### config.mk
export PLATFORM = sky130hd
export DESIGN_NAME = constant_pad_3d_stream
export DESIGN_NICKNAME = d
export VERILOG_FILES = /design/src/design/cp3d_pkg.sv /design/src/design/cp3d_cfg.sv /design/src/design/cp3d_walk.sv /design/src/design/cp3d_select.sv /design/src/design/constant_pad_3d_stream.sv
export SDC_FILE = /design/constraint.sdc
export NUM_CORES = 1
export LEC_CHECK = 0
export BUFFER_PORTS_ARGS = -buffer_cell sky130_fd_sc_hd__buf_2
export CAP_MARGIN = 20
export CORE_MARGIN = 2
export CORE_UTILIZATION = 55
export CTS_CLUSTER_SIZE = 12
export DETAILED_ROUTE_END_ITERATION = 8
export PLACE_DENSITY = 0.69
export SLEW_MARGIN = 20
export SYNTH_ARGS = -nofsm -noshare
export SYNTH_HDL_FRONTEND = slang
export SYNTH_SLANG_ARGS = --single-unit
### constraint.sdc
create_clock -name clk -period 9.4 [get_ports clk]
set_clock_uncertainty 0.1 [all_clocks]
set_input_delay 1.41 -clock clk [delete_from_list [all_inputs] [get_ports clk]]
set_output_delay 1.41 -clock clk [all_outputs]
set_load 0.02 [all_outputs]
### src/design/cp3d_pkg.sv
`timescale 1ns / 1ps

package cp3d_pkg;

    // Configuration register indexes
    localparam int CFG_IDX_W = 3;
    localparam int CFG_DATA_W = 32;

    typedef enum logic [CFG_IDX_W-1:0] {
        REG_IN_WIDTH  = 3'd0,
        REG_IN_HEIGHT = 3'd1,
        REG_IN_DEPTH  = 3'd2,
        REG_PAD_X     = 3'd3,
        REG_PAD_Y     = 3'd4,
        REG_PAD_Z     = 3'd5,
        REG_PAD_VALUE = 3'd6
    } cfg_reg_t;

    // Pad-after half of a pad register starts here
    localparam int PAD_AFTER_LSB = 16;

    // Position flags of one output element
    typedef struct packed {
        logic last_col;
        logic tensor_last;
    } walk_flags_t;

    // Output sideband bit positions
    localparam int USER_CONSUMED = 0;
    localparam int USER_IS_PAD   = 1;
    localparam int USER_ROW_END  = 2;
    localparam int USER_W        = 3;

endpackage

### src/design/cp3d_cfg.sv
`timescale 1ns / 1ps

module cp3d_cfg
    import cp3d_pkg::*;
#(
    parameter int ELEM_BITS = 32,
    parameter int DIM_BITS  = 16
) (
    input  logic                  clk,
    input  logic                  rst_n,
    input  logic                  cfg_we,
    input  logic [CFG_IDX_W-1:0]  cfg_index,
    input  logic [CFG_DATA_W-1:0] cfg_wdata,
    output logic [DIM_BITS-1:0]   before_x,
    output logic [DIM_BITS-1:0]   before_y,
    output logic [DIM_BITS-1:0]   before_z,
    output logic [DIM_BITS-1:0]   size_x,
    output logic [DIM_BITS-1:0]   size_y,
    output logic [DIM_BITS-1:0]   size_z,
    output logic [DIM_BITS+1:0]   ext_x,
    output logic [DIM_BITS+1:0]   ext_y,
    output logic [DIM_BITS+1:0]   ext_z,
    output logic [ELEM_BITS-1:0]  fill_value
);

    localparam int CW = DIM_BITS + 2;

    logic [DIM_BITS-1:0]  width_reg;
    logic [DIM_BITS-1:0]  height_reg;
    logic [DIM_BITS-1:0]  depth_reg;
    logic [DIM_BITS-1:0]  bx_reg;
    logic [DIM_BITS-1:0]  ax_reg;
    logic [DIM_BITS-1:0]  by_reg;
    logic [DIM_BITS-1:0]  ay_reg;
    logic [DIM_BITS-1:0]  bz_reg;
    logic [DIM_BITS-1:0]  az_reg;
    logic [ELEM_BITS-1:0] value_reg;

    // Write one register; bits above the used width are dropped
    always_ff @(posedge clk or negedge rst_n)
    begin
        if (!rst_n)
        begin
            width_reg  <= DIM_BITS'(1);
            height_reg <= DIM_BITS'(1);
            depth_reg  <= DIM_BITS'(1);
            bx_reg     <= '0;
            ax_reg     <= '0;
            by_reg     <= '0;
            ay_reg     <= '0;
            bz_reg     <= '0;
            az_reg     <= '0;
            value_reg  <= '0;
        end
        else if (cfg_we)
        begin
            case (cfg_index)
                REG_IN_WIDTH:  width_reg  <= cfg_wdata[DIM_BITS-1:0];
                REG_IN_HEIGHT: height_reg <= cfg_wdata[DIM_BITS-1:0];
                REG_IN_DEPTH:  depth_reg  <= cfg_wdata[DIM_BITS-1:0];
                REG_PAD_X:
                begin
                    bx_reg <= cfg_wdata[DIM_BITS-1:0];
                    ax_reg <= cfg_wdata[PAD_AFTER_LSB +: DIM_BITS];
                end
                REG_PAD_Y:
                begin
                    by_reg <= cfg_wdata[DIM_BITS-1:0];
                    ay_reg <= cfg_wdata[PAD_AFTER_LSB +: DIM_BITS];
                end
                REG_PAD_Z:
                begin
                    bz_reg <= cfg_wdata[DIM_BITS-1:0];
                    az_reg <= cfg_wdata[PAD_AFTER_LSB +: DIM_BITS];
                end
                REG_PAD_VALUE: value_reg <= cfg_wdata[ELEM_BITS-1:0];
                default: ;
            endcase
        end
    end

    // A size of zero counts as one
    assign size_x = (width_reg  == '0) ? DIM_BITS'(1) : width_reg;
    assign size_y = (height_reg == '0) ? DIM_BITS'(1) : height_reg;
    assign size_z = (depth_reg  == '0) ? DIM_BITS'(1) : depth_reg;

    assign before_x   = bx_reg;
    assign before_y   = by_reg;
    assign before_z   = bz_reg;
    assign fill_value = value_reg;

    // Padded extent along each axis
    assign ext_x = CW'(bx_reg) + CW'(size_x) + CW'(ax_reg);
    assign ext_y = CW'(by_reg) + CW'(size_y) + CW'(ay_reg);
    assign ext_z = CW'(bz_reg) + CW'(size_z) + CW'(az_reg);

endmodule

### src/design/cp3d_walk.sv
`timescale 1ns / 1ps

module cp3d_walk
    import cp3d_pkg::*;
#(
    parameter int DIM_BITS = 16
) (
    input  logic                clk,
    input  logic                rst_n,
    input  logic                advance,
    input  logic [DIM_BITS+1:0] ext_x,
    input  logic [DIM_BITS+1:0] ext_y,
    input  logic [DIM_BITS+1:0] ext_z,
    output logic [DIM_BITS+1:0] col,
    output logic [DIM_BITS+1:0] row,
    output logic [DIM_BITS+1:0] plane,
    output walk_flags_t         flags
);

    localparam int CW = DIM_BITS + 2;

    logic [CW-1:0] col_reg;
    logic [CW-1:0] row_reg;
    logic [CW-1:0] plane_reg;
    logic [CW-1:0] col_next;
    logic [CW-1:0] row_next;
    logic [CW-1:0] plane_next;
    logic [CW:0]   col_inc;
    logic [CW:0]   row_inc;
    logic [CW:0]   plane_inc;
    logic          last_col;
    logic          last_row;
    logic          last_plane;

    // Last-position test; a counter past the extent also counts as last
    always_comb
    begin
        col_inc    = {1'b0, col_reg} + 1'b1;
        row_inc    = {1'b0, row_reg} + 1'b1;
        plane_inc  = {1'b0, plane_reg} + 1'b1;
        last_col   = col_inc >= {1'b0, ext_x};
        last_row   = row_inc >= {1'b0, ext_y};
        last_plane = plane_inc >= {1'b0, ext_z};
    end

    // Advance in raster order: column, then row, then plane
    always_comb
    begin
        col_next   = col_reg;
        row_next   = row_reg;
        plane_next = plane_reg;
        if (!last_col)
        begin
            col_next = col_inc[CW-1:0];
        end
        else
        begin
            col_next = '0;
            if (!last_row)
            begin
                row_next = row_inc[CW-1:0];
            end
            else
            begin
                row_next   = '0;
                plane_next = last_plane ? '0 : plane_inc[CW-1:0];
            end
        end
    end

    always_ff @(posedge clk or negedge rst_n)
    begin
        if (!rst_n)
        begin
            col_reg   <= '0;
            row_reg   <= '0;
            plane_reg <= '0;
        end
        else if (advance)
        begin
            col_reg   <= col_next;
            row_reg   <= row_next;
            plane_reg <= plane_next;
        end
    end

    assign col               = col_reg;
    assign row               = row_reg;
    assign plane             = plane_reg;
    assign flags.last_col    = last_col;
    assign flags.tensor_last = last_col && last_row && last_plane;

endmodule

### src/design/cp3d_select.sv
`timescale 1ns / 1ps

module cp3d_select
    import cp3d_pkg::*;
#(
    parameter int ELEM_BITS = 32,
    parameter int DIM_BITS  = 16
) (
    input  logic [DIM_BITS+1:0]  col,
    input  logic [DIM_BITS+1:0]  row,
    input  logic [DIM_BITS+1:0]  plane,
    input  logic [DIM_BITS-1:0]  before_x,
    input  logic [DIM_BITS-1:0]  before_y,
    input  logic [DIM_BITS-1:0]  before_z,
    input  logic [DIM_BITS-1:0]  size_x,
    input  logic [DIM_BITS-1:0]  size_y,
    input  logic [DIM_BITS-1:0]  size_z,
    input  logic [ELEM_BITS-1:0] data,
    input  logic [ELEM_BITS-1:0] fill_value,
    output logic [ELEM_BITS-1:0] value,
    output logic                 in_volume
);

    localparam int CW = DIM_BITS + 2;

    logic [CW-1:0] off_x;
    logic [CW-1:0] off_y;
    logic [CW-1:0] off_z;
    logic          in_x;
    logic          in_y;
    logic          in_z;

    // Inside test per axis: coordinate minus pad-before within the size
    always_comb
    begin
        off_x     = col - CW'(before_x);
        off_y     = row - CW'(before_y);
        off_z     = plane - CW'(before_z);
        in_x      = (col >= CW'(before_x)) && (off_x < CW'(size_x));
        in_y      = (row >= CW'(before_y)) && (off_y < CW'(size_y));
        in_z      = (plane >= CW'(before_z)) && (off_z < CW'(size_z));
        in_volume = in_x && in_y && in_z;
        value     = in_volume ? data : fill_value;
    end

endmodule

### src/design/constant_pad_3d_stream.sv
`timescale 1ns / 1ps

// Constant padding of a 3-D tensor, streamed in raster order (x fastest, then
// y, then z). Each input item offers the next unpadded element and yields
// exactly one output item; tuser says whether the offered element was used
// (consumed) or the pad constant went out instead (is_pad), in which case the
// source must offer the same element again. Throughput is one item per clock
// while the sink does not stall: the column/row/plane counters advance in the
// accept cycle, and the inside test and data select sit between the input
// register and the output register. tlast marks the last element of the
// padded tensor. Configure sizes and pads only while the block is idle; a size
// of zero acts as one.
module constant_pad_3d_stream
    import cp3d_pkg::*;
#(
    parameter int ELEM_BITS = 32,
    parameter int DIM_BITS  = 16
) (
    input  logic                                clk,
    input  logic                                rst_n,
    // Configuration
    input  logic                                cfg_we,
    input  logic [CFG_IDX_W-1:0]                cfg_index,
    input  logic [CFG_DATA_W-1:0]               cfg_wdata,
    // Input stream
    input  logic                                s_axis_tvalid,
    output logic                                s_axis_tready,
    // in_data
    input  logic [((ELEM_BITS+7)/8)*8-1:0]      s_axis_tdata,
    // Output stream
    output logic                                m_axis_tvalid,
    input  logic                                m_axis_tready,
    // out_value
    output logic [((ELEM_BITS+7)/8)*8-1:0]      m_axis_tdata,
    // consumed, is_pad, row_end
    output logic [USER_W-1:0]                   m_axis_tuser,
    // tensor_end
    output logic                                m_axis_tlast
);

    localparam int CW = DIM_BITS + 2;
    localparam int TDATA_W = ((ELEM_BITS + 7) / 8) * 8;

    logic [DIM_BITS-1:0]  before_x;
    logic [DIM_BITS-1:0]  before_y;
    logic [DIM_BITS-1:0]  before_z;
    logic [DIM_BITS-1:0]  size_x;
    logic [DIM_BITS-1:0]  size_y;
    logic [DIM_BITS-1:0]  size_z;
    logic [CW-1:0]        ext_x;
    logic [CW-1:0]        ext_y;
    logic [CW-1:0]        ext_z;
    logic [ELEM_BITS-1:0] fill_value;

    logic [CW-1:0]        col;
    logic [CW-1:0]        row;
    logic [CW-1:0]        plane;
    walk_flags_t          flags;

    logic                 in_fire;
    logic                 s1_load;
    logic                 s2_load;

    logic                 s1_valid_reg;
    logic [ELEM_BITS-1:0] s1_data_reg;
    logic [CW-1:0]        s1_col_reg;
    logic [CW-1:0]        s1_row_reg;
    logic [CW-1:0]        s1_plane_reg;
    walk_flags_t          s1_flags_reg;

    logic [ELEM_BITS-1:0] sel_value;
    logic                 sel_inside;

    logic                 s2_valid_reg;
    logic [ELEM_BITS-1:0] s2_value_reg;
    logic                 s2_inside_reg;
    walk_flags_t          s2_flags_reg;

    cp3d_cfg #(
        .ELEM_BITS (ELEM_BITS),
        .DIM_BITS  (DIM_BITS)
    ) u_cfg (
        .clk        (clk),
        .rst_n      (rst_n),
        .cfg_we     (cfg_we),
        .cfg_index  (cfg_index),
        .cfg_wdata  (cfg_wdata),
        .before_x   (before_x),
        .before_y   (before_y),
        .before_z   (before_z),
        .size_x     (size_x),
        .size_y     (size_y),
        .size_z     (size_z),
        .ext_x      (ext_x),
        .ext_y      (ext_y),
        .ext_z      (ext_z),
        .fill_value (fill_value)
    );

    cp3d_walk #(
        .DIM_BITS (DIM_BITS)
    ) u_walk (
        .clk     (clk),
        .rst_n   (rst_n),
        .advance (in_fire),
        .ext_x   (ext_x),
        .ext_y   (ext_y),
        .ext_z   (ext_z),
        .col     (col),
        .row     (row),
        .plane   (plane),
        .flags   (flags)
    );

    // Pipeline flow: each stage loads when its successor has room
    assign s2_load       = s1_valid_reg && (!s2_valid_reg || m_axis_tready);
    assign s1_load       = !s1_valid_reg || s2_load;
    assign s_axis_tready = s1_load;
    assign in_fire       = s_axis_tvalid && s_axis_tready;

    // Input register: item plus its output position
    always_ff @(posedge clk or negedge rst_n)
    begin
        if (!rst_n)
        begin
            s1_valid_reg <= 1'b0;
        end
        else if (s1_load)
        begin
            s1_valid_reg <= s_axis_tvalid;
        end
    end

    always_ff @(posedge clk)
    begin
        if (in_fire)
        begin
            s1_data_reg  <= s_axis_tdata[ELEM_BITS-1:0];
            s1_col_reg   <= col;
            s1_row_reg   <= row;
            s1_plane_reg <= plane;
            s1_flags_reg <= flags;
        end
    end

    cp3d_select #(
        .ELEM_BITS (ELEM_BITS),
        .DIM_BITS  (DIM_BITS)
    ) u_select (
        .col        (s1_col_reg),
        .row        (s1_row_reg),
        .plane      (s1_plane_reg),
        .before_x   (before_x),
        .before_y   (before_y),
        .before_z   (before_z),
        .size_x     (size_x),
        .size_y     (size_y),
        .size_z     (size_z),
        .data       (s1_data_reg),
        .fill_value (fill_value),
        .value      (sel_value),
        .in_volume  (sel_inside)
    );

    // Output register: hold while the sink stalls
    always_ff @(posedge clk or negedge rst_n)
    begin
        if (!rst_n)
        begin
            s2_valid_reg <= 1'b0;
        end
        else if (s2_load)
        begin
            s2_valid_reg <= 1'b1;
        end
        else if (m_axis_tready)
        begin
            s2_valid_reg <= 1'b0;
        end
    end

    always_ff @(posedge clk)
    begin
        if (s2_load)
        begin
            s2_value_reg  <= sel_value;
            s2_inside_reg <= sel_inside;
            s2_flags_reg  <= s1_flags_reg;
        end
    end

    assign m_axis_tvalid                = s2_valid_reg;
    assign m_axis_tdata                 = TDATA_W'(s2_value_reg);
    assign m_axis_tuser[USER_CONSUMED]  = s2_inside_reg;
    assign m_axis_tuser[USER_IS_PAD]    = !s2_inside_reg;
    assign m_axis_tuser[USER_ROW_END]   = s2_flags_reg.last_col;
    assign m_axis_tlast                 = s2_flags_reg.tensor_last;

endmodule

# Word-level counts from Yosys, hierarchy flattened
# Index checks and enable logic that the tools add are counted.
dict set report word_totals {
  regBits 355
  inputBits 72
  out_inout_bits 38
}
dict set report op_classes {
  addsub 12
  n_lt_le_gt_ge 9
  eq_ne 6
  muxes 9
  reduce_logical 28
}
# operator n
set ops {}
lappend ops {{adder 18 x 1 -> 19 bit, second input constant} 3}
lappend ops {{>= comparator 19 x 18 -> 1 bit} 3}
lappend ops {{adder 18 x 16 -> 18 bit} 3}
lappend ops {{>= comparator 18 x 16 -> 1 bit} 3}
lappend ops {{less-than comparator 18 x 16 -> 1 bit} 3}
lappend ops {{2-to-1 mux 18 bit} 3}
lappend ops {{subtractor 18 x 16 -> 18 bit} 3}
lappend ops {{adder 16 x 16 -> 17 bit} 3}
lappend ops {{logical NOT 16 bit} 3}
lappend ops {{2-to-1 mux 16 bit} 3}
lappend ops {{2-to-1 mux 32 bit} 1}
lappend ops {{AND reduction 2 bit} 8}
lappend ops {{equality test 3 bit, second input constant} 3}
lappend ops {{logical AND 1 bit} 9}
lappend ops {{equality test 3 x 2 -> 1 bit, second input constant} 2}
lappend ops {{equality test 3 x 1 -> 1 bit, second input constant} 1}
lappend ops {{logical NOT 1 bit} 3}
lappend ops {{logical NOT 3 bit} 1}
lappend ops {{AND reduction 3 bit} 1}
lappend ops {{logical OR 1 bit} 2}
lappend ops {{2-to-1 mux 1 bit} 2}
lappend ops {{nonzero test 2 bit} 1}

# Longest topological paths before layout
# Gate-level depths: netlist of run 1.
dict set report depth {
  depth_word 7
  ltp_mapped 33
  ltp_nobuf 30
}

# Hierarchy
# From an unflattened synthesis of run 1, not the netlist that was laid out.
dict set report hier_totals {
  hier_cells 2090
  hier_area_um2 22845.7
}
# mod instances cells_per_inst area_each_um2 seq_area_each_um2
set modules_own_cells {}
lappend modules_own_cells {cp3d_cfg 1 784 9854.5 4408.0}
lappend modules_own_cells {cp3d_walk 1 563 4647.0 1351.3}
lappend modules_own_cells {cp3d_select 1 610 4535.6 0.0}
lappend modules_own_cells {constant_pad_3d_stream 1 133 3808.7 3743.6}

# Worst setup path before layout of run 1
# No wires, ideal clock.
dict set report synth_timing {
  path_type {register to register}
  from {reg u_cfg.height_reg[4]}
  to {reg u_walk.row_reg[5] (netlist: u_walk.row[5])}
  t_arrival_ps 6070
  slack_ps 3101
  stages_incl_launch_ff 33
  path_buffers 3
  path_cell_list {dfrtp_1 buf_6 nor4_2 a41o_2 ha_1 inv_1 fa_1 nor2b_1 o21a_1 a211oi_1 nor2_1 o41ai_1 o21bai_1 a211oi_1 nor2_1 ha_1 and3_1 a21oi_1 o21ai_0 or4b_1 a31o_2 a21oi_1 xnor2_1 ha_1 nand3_1 or2_2 or4_1 nand4b_1 clkbuf_1 clkbuf_1 nor2_1 o21ai_0 o41ai_1}
}
dict set report synth_between {
  elab_chain_cells 6
}
# item line
set synth_rtl {}
lappend synth_rtl {{start: declaration} cp3d_cfg.sv:29} ;# logic [DIM_BITS-1:0] height_reg;
lappend synth_rtl {{start signal: assignment} cp3d_cfg.sv:59} ;# REG_IN_HEIGHT: height_reg <= cfg_wdata[DIM_BITS-1:0];
lappend synth_rtl {{logical NOT 16 bit} cp3d_cfg.sv:84} ;# assign size_y = (height_reg == '0) ? DIM_BITS'(1) : height_reg;
lappend synth_rtl {{2-to-1 mux 16 bit (*)} cp3d_cfg.sv:84}
lappend synth_rtl {{adder 16 x 16 -> 17 bit (*)} cp3d_cfg.sv:94} ;# assign ext_y = CW'(by_reg) + CW'(size_y) + CW'(ay_reg);
lappend synth_rtl {{adder 18 x 16 -> 18 bit (*)} cp3d_cfg.sv:94}
lappend synth_rtl {{>= comparator 19 x 18 -> 1 bit (*)} cp3d_walk.sv:42} ;# last_row = row_inc >= {1'b0, ext_y};
lappend synth_rtl {{2-to-1 mux 18 bit (*)} cp3d_walk.sv:59} ;# if (!last_row)
lappend synth_rtl {{end signal: assignment} cp3d_walk.sv:82} ;# row_reg <= row_next;
lappend synth_rtl {{end: declaration} cp3d_walk.sv:23} ;# logic [CW-1:0] row_reg;
# Mark *: on every way between the ends. The rest lies on a longest branch, timed or not.
# A chain may end at the register's enable or synchronous reset.

# Final worst setup path of run 1
dict set report layout_timing {
  from {reg u_cfg.height_reg[9]}
  to {reg u_walk.plane_reg[0] (netlist: u_walk.plane[0])}
}
dict set report layout_between {
  elab_chain_cells 6
}
# item line
set layout_rtl {}
lappend layout_rtl {{logical NOT 16 bit} cp3d_cfg.sv:84}
lappend layout_rtl {{2-to-1 mux 16 bit (*)} cp3d_cfg.sv:84}
lappend layout_rtl {{adder 16 x 16 -> 17 bit (*)} cp3d_cfg.sv:94}
lappend layout_rtl {{adder 18 x 16 -> 18 bit (*)} cp3d_cfg.sv:94}
lappend layout_rtl {{>= comparator 19 x 18 -> 1 bit (*)} cp3d_walk.sv:42}
lappend layout_rtl {{AND reduction 3 bit (no source line) (*)} n/a}
lappend layout_rtl {{end signal: assignment} cp3d_walk.sv:83} ;# plane_reg <= plane_next;
lappend layout_rtl {{end: declaration} cp3d_walk.sv:24} ;# logic [CW-1:0] plane_reg;
# Marked as above.

==> impl_metrics.tcl, run 1 <==
set metrics [dict create \
    power_frac_comb_pct 50.2 \
    ys_ff_latch 355 \
    endpoint "u_walk.plane[0]$_DFFE_PN0P_" \
    fp.dieH_um 208 \
    clock-root-buffer "clkbuf_16" \
    diodes 0 \
    cts_tree "done" \
    p_int_uw 4470 \
    drive_above_1_share_pct 15.2 \
    switchingPower_uw 3110 \
    cts_hold_buf 0 \
    syn_area_sq_mm 0.0229 \
    slew_viol_final 0 \
    postCtsSetupRepairBufs 0 \
    power.leakage_uw 0.0114 \
    routedWlPerCell_um 21.1 \
    synth_edf_count 123 \
    area_delta_synth_final_pct 10.3 \
    port_buffers 109 \
    die_area_sq_mm 0.0432 \
    core_sq_mm 0.0409 \
    start_util_pct 55.9 \
    die-width_um 208 \
    max_cap_viol_count 0 \
    final_common_cell "ha_1" \
    numCtsBuffers 41 \
    fin_ws_ps 1600 \
    tightest_slew_ps 1050 \
    postCtsResizedCells 0 \
    design_area_sq_mm 0.0252 \
    p_seq_share_pct 27.7 \
    grt_first_pass_wirelength_um 95500 \
    hold_viol_final 0 \
    wirelength_um 61200 \
    fmax_mhz 128 \
    pre_cts_ws_ps 1800 \
    crit_path_max_incr_delay_ps 810 \
    ys_seq_area_share_pct 41.5 \
    startpoint "u_cfg.height_reg[9]$_DFFE_PN0P_" \
    vias 17200 \
    grt_usage_pct 28.4 \
    ys_async_sr_fraction_pct 65.4 \
    start_kind "flop" \
    drt_first_pass_iters 5 \
    drc 0 \
    grt_max_degree 95 \
    p_per_area_mw_per_mm2 301 \
    syn-num-nets 2594 \
    grt_pass1_vias 16700 \
    syn_inst 2271 \
    clkPwrFrac_pct 22.1 \
    switching_share_pct 41.0 \
    grt.overflow.total 0 \
    via_per_inst 5.93 \
    setup_violations 0 \
    cts_sinks 355 \
    yosys_warnings 0 \
    placed_cell_area_sq_mm 0.0238 \
    final_cell_mix "ha_1 (242), dfrtp_1 (229), nand2_1 (182), o21ai_0 (181), inv_1 (155)" \
    clockBufferDepth 3 \
    num_rows 74 \
    cp-end-kind "flop" \
    path_buf_inv 2 \
    reg2reg_slack_ps 1600 \
    reg2reg_from "u_cfg.height_reg[9]$_DFFE_PN0P_" \
    place_hpwl_um 45900 \
    crit_family "simple AND/OR/NAND/NOR gates" \
    reg2regPathDepth 27 \
    synth_ff_type "dfrtp_1" \
    vdd_ir_drop_max_mv 0.151 \
    cp.arrival_ps 8210 \
    fin_crit_sh_pct 83.0 \
    io_pins 110 \
    r2r-end "u_walk.plane[0]$_DFFE_PN0P_" \
    synth_cell_types 76 \
    rsz0062_at_grt "false" \
    first_iter_violations 1483 \
    holdWs_ps 321 \
    final_nets 2663 \
    fin_tns_setup_ps 0 \
    critical-path-slowest-cell "o41ai_1" \
    hp-class "flop to flop" \
    final_antenna_net_count 0 \
    worstSetupPathDepth 27 \
    status "finished, final reports clean" \
    crit_fanout 33 \
    required_ps 9810 \
    htree_num_levels 2 \
    min_period_ps 7800 \
    critPathKind "flop to flop" \
    syn_area_per_cell_sq_um 10.1 \
    antenna_found_initial 2 \
    slew_headroom_pct 29.7 \
    routabilityCongestion 0.963 \
    path_clk_slew_ps 60 \
    clock_latency_ps 590 \
]
[worst min path at each step]
stage	startpoint	endpoint	slack, ps	depth (start not counted)
2_1_floorplan	s1_flags_reg[0]$_DFFE_PP_	m_axis_tlast$_DFFE_PP_	300	0
3_3_place_gp	s1_flags_reg[1]$_DFFE_PP_	m_axis_tuser[2]$_DFFE_PP_	300	0
3_5_place_dp	s1_flags_reg[1]$_DFFE_PP_	m_axis_tuser[2]$_DFFE_PP_	310	0
4_1_cts	s1_flags_reg[1]$_DFFE_PP_	m_axis_tuser[2]$_DFFE_PP_	320	0
5_1_grt	s1_flags_reg[1]$_DFFE_PP_	m_axis_tuser[2]$_DFFE_PP_	340	0
6_report	s1_flags_reg[1]$_DFFE_PP_	m_axis_tuser[2]$_DFFE_PP_	320	0
[metal layers]
layer | up-vias | GRT usage [%] | part of all wire [%]
li1 | 8240 | - | -
met1 | 8391 | 41.1 | 45
met2 | 510 | 44.7 | 45
met3 | 94 | 4.21 | 6.6
met4 | 0 | 7.85 | 2.7
met5 | - | 0 | 0
[per-stage QoR]
step	util [%]	power (uW)	std cells
2_1_floorplan	-	4890	2271
3_3_place_gp	58.2	5750	2829
3_5_place_dp	58.2	5850	2829
4_1_cts	61.6	7570	2904
5_1_grt	61.7	8180	2904
6_report	61.7	7580	2904
[cells in the mapped netlist (11+ instances only)]
library cell	n	share of area [%]
nor3_1	38	0.83
nand3_1	68	1.5
xor2_1	61	2.3
nand2_1	182	3.0
dfrtp_1	229	25
nand2b_1	44	1.2
or2_2	12	0.33
o21a_1	18	0.59
and3_1	21	0.57
a211oi_1	15	0.49
clkbuf_1	90	1.5
o21bai_1	15	0.49
nor2b_1	30	0.82
a21oi_1	111	2.4
o21ai_0	181	4.0
nand4_1	25	0.68
mux2_2	143	7.0
a21o_1	52	1.7
xnor2_1	103	3.9
nor4_1	17	0.46
edfxtp_1	123	16
ha_1	242	13
o31ai_1	21	0.69
and2_1	13	0.36
a31oi_1	11	0.30
nor2_1	117	1.9
inv_1	155	2.5
[final cells by class]
| cell class | count | area [sq um] |
|---|---|---|
| inverter | 156 | 588 |
| timing repair buffer | 122 | 657 |
| sequential | 355 | 9500 |
| fill | 3380 | 15700 |
| clock buffer | 56 | 1130 |
| clock inverter | 19 | 264 |
| multi-input combinational | 1664 | 12400 |
| tap | 532 | 666 |
[cell families (layout without fill, tap and decap cells)]
| family | Yosys count | count (layout) | synth area share (%) |
|---|---|---|---|
| compound gates | 493 | 493 | 13.3 |
| mux | 153 | 153 | 7.52 |
| flops | 355 | 355 | 41.5 |
| fa+ha+maj | 252 | 252 | 14.1 |
| simple gates | 602 | 602 | 13.0 |
| xor+xnor | 164 | 164 | 6.28 |
| buf+inv | 252 | 353 | 4.30 |
[power by group through the flow]
stage	registers (uW)	logic (uW)	clock network, uW
global route	2120	4290	1760
global placement	2110	3640	0
floorplan	2040	2850	0
detailed placement	2120	3740	0
finish	2100	3810	1680
CTS	2090	3780	1700
(Power assumes the default switching activity.)
==> run 2, diff against run 1 <==
- ABC_AREA: unset -> 1
- clock period: 9.4 -> 7.4 ns (I/O delays scaled with it)
==> impl_metrics.tcl, run 2 <==
set metrics [dict create \
    via_per_inst 5.64 \
    grt_usage_pct 30.0 \
    synth_cell_types 58 \
    cts_tree "done" \
    rsz0062_at_grt "false" \
    fin_crit_sh_pct 90.0 \
    grt_pass1_vias 19100 \
    yosys_warnings 0 \
    synth.area.top_cells "dfrtp_1 (24%), edfxtp_1 (16%), ha_1 (13%)" \
    drt_first_pass_iters 7 \
    place_hpwl_um 48800 \
    crit_family "simple AND/OR/NAND/NOR gates" \
    final_common_cell "nand2_1" \
    reg2regPathDepth 33 \
    postCtsSetupRepairBufs 0 \
    synth_edf_count 123 \
    final_antenna_net_count 0 \
    status "finished, final reports clean" \
    post-route-util_pct 61.0 \
    p_per_area_mw_per_mm2 377 \
    netlist_top_cells_count "nand2_1 (660), inv_1 (340), o21ai_0 (261)" \
    tightest_slew_ps 1050 \
    hp-class "flop to flop" \
    synth_ff_type "dfrtp_1" \
    required_ps 7760 \
    antenna_found_initial 7 \
    crit_top_cell "nand2_1" \
    clockBufferDepth 3 \
    die-width_um 210 \
    io_pins 110 \
    hold_viol_final 0 \
    critPathKind "flop to flop" \
    fmax_mhz 150 \
    cp.arrival_ps 7020 \
    ys_ff_latch 355 \
    synthAdderAreaFrac_pct 13.7 \
    synth_most_common_cell "nand2_1" \
    crit_fanout 11 \
    start_kind "flop" \
    syn_area_per_cell_sq_um 8.32 \
    critical-path-slowest-cell "nand3_1" \
    final_cell_mix "nand2_1 (657), inv_1 (340), o21ai_0 (261), ha_1 (242), dfrtp_1 (229)" \
    cp-end-kind "flop" \
    muxShareOfSynthArea_pct 0.0427 \
    cts_hold_buf 0 \
    path_buf_inv 2 \
    postCtsResizedCells 0 \
    vias 19400 \
    numCtsBuffers 41 \
    die_area_sq_mm 0.0443 \
    vdd_ir_drop_max_mv 0.200 \
    clock_latency_ps 580 \
    htree_num_levels 2 \
    syn-num-nets 3141 \
    power.total_uw 9660 \
    area_delta_synth_final_pct 9.45 \
    grt.overflow.total 0 \
    routabilityCongestion 0.958 \
    core_sq_mm 0.0420 \
    power.leakage_uw 0.0126 \
    syn_area_sq_mm 0.0234 \
    num_rows 75 \
    routedWlPerCell_um 18.9 \
    wirelength_um 65300 \
    synth-compound-area-share_pct 12.5 \
    final_nets 3200 \
    setup_violations 0 \
    grt_first_pass_wirelength_um 103000 \
    slew_headroom_pct 29.9 \
    cts_sinks 355 \
    drc 0 \
    slew_viol_final 0 \
    synth_top_family_by_area "simple AND/OR/NAND/NOR gates" \
    grt_max_degree 130 \
    crit_path_max_incr_delay_ps 510 \
    min_period_ps 6660 \
    hold_depth 0 \
    yosys.area.top_type "dfrtp_1" \
    max_cap_viol_count 0 \
    port_buffers 109 \
    synth-xor-area-share_pct 5.83 \
    worstSetupPathDepth 33 \
    synth_top_area_share_pct 24.5 \
    start_util_pct 55.7 \
    syn_inst 2818 \
    clock-root-buffer "clkbuf_16" \
    ys_seq_area_share_pct 40.6 \
    synthSimpleGateAreaFrac_pct 19.9 \
    fp.dieH_um 210 \
    path_clk_slew_ps 60 \
    ys_async_sr_fraction_pct 65.4 \
    first_iter_violations 1738 \
    drive_above_1_share_pct 8.22 \
    fin_tns_setup_ps 0 \
]
-- run 2: layout make-up --
type	count	area [sq um]
fillers	3682	16400
multi-input cells	2019	12200
flip-flops and latches	355	9500
inverters	343	1290
clock buffers	64	1170
well taps	539	674
repair buffers	117	668
clock inverters	10	130
diodes	2	5.00
-- run 2: logic make-up after synthesis --
| kind of cell | after synthesis |
|---|---|
| AND/OR/NAND/NOR | 1077 |
| multiplexers | 1 |
| buffers and inverters | 444 |
| adder cells (fa/ha/maj) | 251 |
| XOR/XNOR | 156 |
| flip-flops | 355 |
| AO/OA/AOI/OAI | 534 |
-- run 2: worst paths after layout --
path                                                  from                      endpoint  slack [ps]
max reg2reg                u_cfg.depth_reg[15]$_DFFE_PN0P_  u_walk.plane[15]$_DFFE_PN0P_         740
min reg2reg                      u_walk.row[9]$_DFFE_PN0P_       s1_row_reg[9]$_DFFE_PP_         350
max in group asynchronous                            rst_n   u_walk.plane[3]$_DFFE_PN0P_        5470
max                        u_cfg.depth_reg[15]$_DFFE_PN0P_  u_walk.plane[15]$_DFFE_PN0P_         740
min in group asynchronous                            rst_n    u_walk.col[11]$_DFFE_PN0P_         440
min                              u_walk.row[9]$_DFFE_PN0P_       s1_row_reg[9]$_DFFE_PP_         350
-- run 2: routing by layer --
metal / track usage [%] / vias up / part of all wire [%]
li1: - / 9534 / -
met1: 41.7 / 9156 / 45
met2: 47.2 / 624 / 44
met3: 5.84 / 126 / 6.7
met4: 10.6 / 4 / 3.7
met5: 0 / - / 0.037
-- run 2: through the flow --
stage	hold slack [ps]	instance area [sq um]	setup slack, ps	cells
2_1_floorplan	300	23400	2200	2818
5_1_grt	358	25600	140	3447
3_3_place_gp	333	24300	1040	3371
3_5_place_dp	339	24300	868	3372
6_report	354	25600	737	3449
4_1_cts	354	25600	847	3446
-- run 2: power breakdown --
part	internal (uW)	switching, uW	total, uW
registers	2420	304	2720
clock network	1160	837	2000
logic	1840	3100	4940
==> run 3, diff against run 2 <==
- clock period: 7.4 -> 8.6 ns (I/O delays scaled with it)
==> impl_metrics.tcl, run 3 (synthesis gave the netlist of run 2 again) <==
set metrics [dict create \
    status "finished, final reports clean" \
    clkPwrFrac_pct 21.0 \
    cp-end-kind "flop" \
    wirelength_um 64400 \
    min_period_ps 6620 \
    critical-path-slowest-cell "nor2_1" \
    crit_top_cell "nand2_1" \
    max_cap_viol_count 0 \
    hold_viol_final 0 \
    worstSetupPathDepth 34 \
    htree_num_levels 2 \
    drt_first_pass_iters 6 \
    num_rows 75 \
    slew_viol_final 0 \
    routabilityCongestion 0.933 \
    p_int_uw 4680 \
    final_common_cell "nand2_1" \
    antenna_found_initial 5 \
    reg2regPathDepth 34 \
    vias 19300 \
    startpoint "u_cfg.depth_reg[15]$_DFFE_PN0P_" \
    io_pins 110 \
    reg2reg_slack_ps 1980 \
    vdd_ir_drop_max_mv 0.182 \
    post-route-util_pct 61.1 \
    final_cell_mix "nand2_1 (657), inv_1 (340), o21ai_0 (261), ha_1 (242), dfrtp_1 (229)" \
    required_ps 9020 \
    start_util_pct 55.7 \
    clock_latency_ps 580 \
    critPathKind "flop to flop" \
    grt_max_degree 134 \
    grt_usage_pct 29.6 \
    holdWs_ps 330 \
    die_area_sq_mm 0.0443 \
    setup_violations 0 \
    start_kind "flop" \
    p_seq_share_pct 28.1 \
    hp-class "flop to flop" \
    path_buf_inv 2 \
    fin_tns_setup_ps 0 \
    endpoint "u_walk.plane[11]$_DFFE_PN0P_" \
    reg2reg_from "u_cfg.depth_reg[15]$_DFFE_PN0P_" \
    place_hpwl_um 48400 \
    postCtsResizedCells 0 \
    fmax_mhz 151 \
    crit_fanout 11 \
    clockBufferDepth 3 \
    rsz0062_at_grt "false" \
    r2r-end "u_walk.plane[11]$_DFFE_PN0P_" \
    postCtsSetupRepairBufs 0 \
    slew_headroom_pct 32.1 \
    grt_pass1_vias 18700 \
    numCtsBuffers 41 \
    port_buffers 109 \
    grt_first_pass_wirelength_um 101000 \
    switching_share_pct 43.8 \
    crit_path_max_incr_delay_ps 580 \
    path_clk_slew_ps 60 \
    power_frac_comb_pct 50.8 \
    power.leakage_uw 0.0126 \
    via_per_inst 5.61 \
    switchingPower_uw 3640 \
    fin_crit_sh_pct 77.0 \
    cts_sinks 355 \
    cts_tree "done" \
    die-width_um 210 \
    fp.dieH_um 210 \
    tightest_slew_ps 1010 \
    area_delta_synth_final_pct 9.63 \
    clock-root-buffer "clkbuf_16" \
    first_iter_violations 1768 \
    routedWlPerCell_um 18.7 \
    grt.overflow.total 0 \
    final_nets 3198 \
    core_sq_mm 0.0420 \
    final_antenna_net_count 0 \
    drive_above_1_share_pct 8.29 \
    crit_family "simple AND/OR/NAND/NOR gates" \
    cp.arrival_ps 7040 \
    p_per_area_mw_per_mm2 324 \
    cts_hold_buf 0 \
    drc 0 \
]
run 3: cell types whose count changed in the layout (fill, tap and decap cells not counted), sizes merged:
cell,previous run,this run
clkbuf,64,58
inv,346,344
buf,117,115
diode,2,1
clkinvlp,3,6
clkinv,2,9
run 3: cell type report:
type / instances / area, sq um
repair buffers: 115 / 653
clock buffers: 58 / 1160
inverters: 343 / 1290
multi-input cells: 2019 / 12200
fillers: 3663 / 16400
well taps: 539 / 674
flip-flops and latches: 355 / 9500
diodes: 1 / 2.50
clock inverters: 18 / 201
run 3: how the worst min path moves through the flow:
| stage | start | endpoint | slack, ps | depth (start not counted) |
|---|---|---|---|---|
| 5_1_grt | s1_flags_reg[1]$_DFFE_PP_ | m_axis_tuser[2]$_DFFE_PP_ | 360 | 0 |
| 6_report | s1_flags_reg[1]$_DFFE_PP_ | m_axis_tuser[2]$_DFFE_PP_ | 330 | 0 |
| 2_1_floorplan | s1_flags_reg[0]$_DFFE_PP_ | m_axis_tlast$_DFFE_PP_ | 300 | 0 |
| 3_5_place_dp | s1_flags_reg[1]$_DFFE_PP_ | m_axis_tuser[2]$_DFFE_PP_ | 310 | 0 |
| 4_1_cts | s1_flags_reg[1]$_DFFE_PP_ | m_axis_tuser[2]$_DFFE_PP_ | 330 | 0 |
| 3_3_place_gp | s1_flags_reg[1]$_DFFE_PP_ | m_axis_tuser[2]$_DFFE_PP_ | 320 | 0 |
run 3: power groups by stage:
stage / Clock [uW] / Sequential, uW / Combinational, uW
6_report: 1750 / 2340 / 4230
5_1_grt: 1840 / 2370 / 4790
4_1_cts: 1780 / 2330 / 4210
2_1_floorplan: 0 / 2300 / 3170
3_3_place_gp: 0 / 2350 / 4060
3_5_place_dp: 0 / 2360 / 4180
run 3: metrics by stage:
| stage | cells | instance area, sq um | setup slack [ps] | total power (uW) |
|---|---|---|---|---|
| 2_1_floorplan | 2818 | 23400 | 3400 | 5470 |
| 3_5_place_dp | 3370 | 24300 | 2070 | 6540 |
| 3_3_place_gp | 3369 | 24300 | 2250 | 6410 |
| 4_1_cts | 3446 | 25700 | 2030 | 8330 |
| 5_1_grt | 3447 | 25700 | 1260 | 9000 |
| 6_report | 3448 | 25700 | 1980 | 8320 |
run 3: routing by layer:
metal / wire (um) / up-vias / global-route usage, %
met5: 0 / - / 0
met4: 2520 / 0 / 11.6
met3: 4950 / 117 / 5.62
met2: 28300 / 624 / 45.7
met1: 28700 / 9072 / 41.3
li1: - / 9535 / -
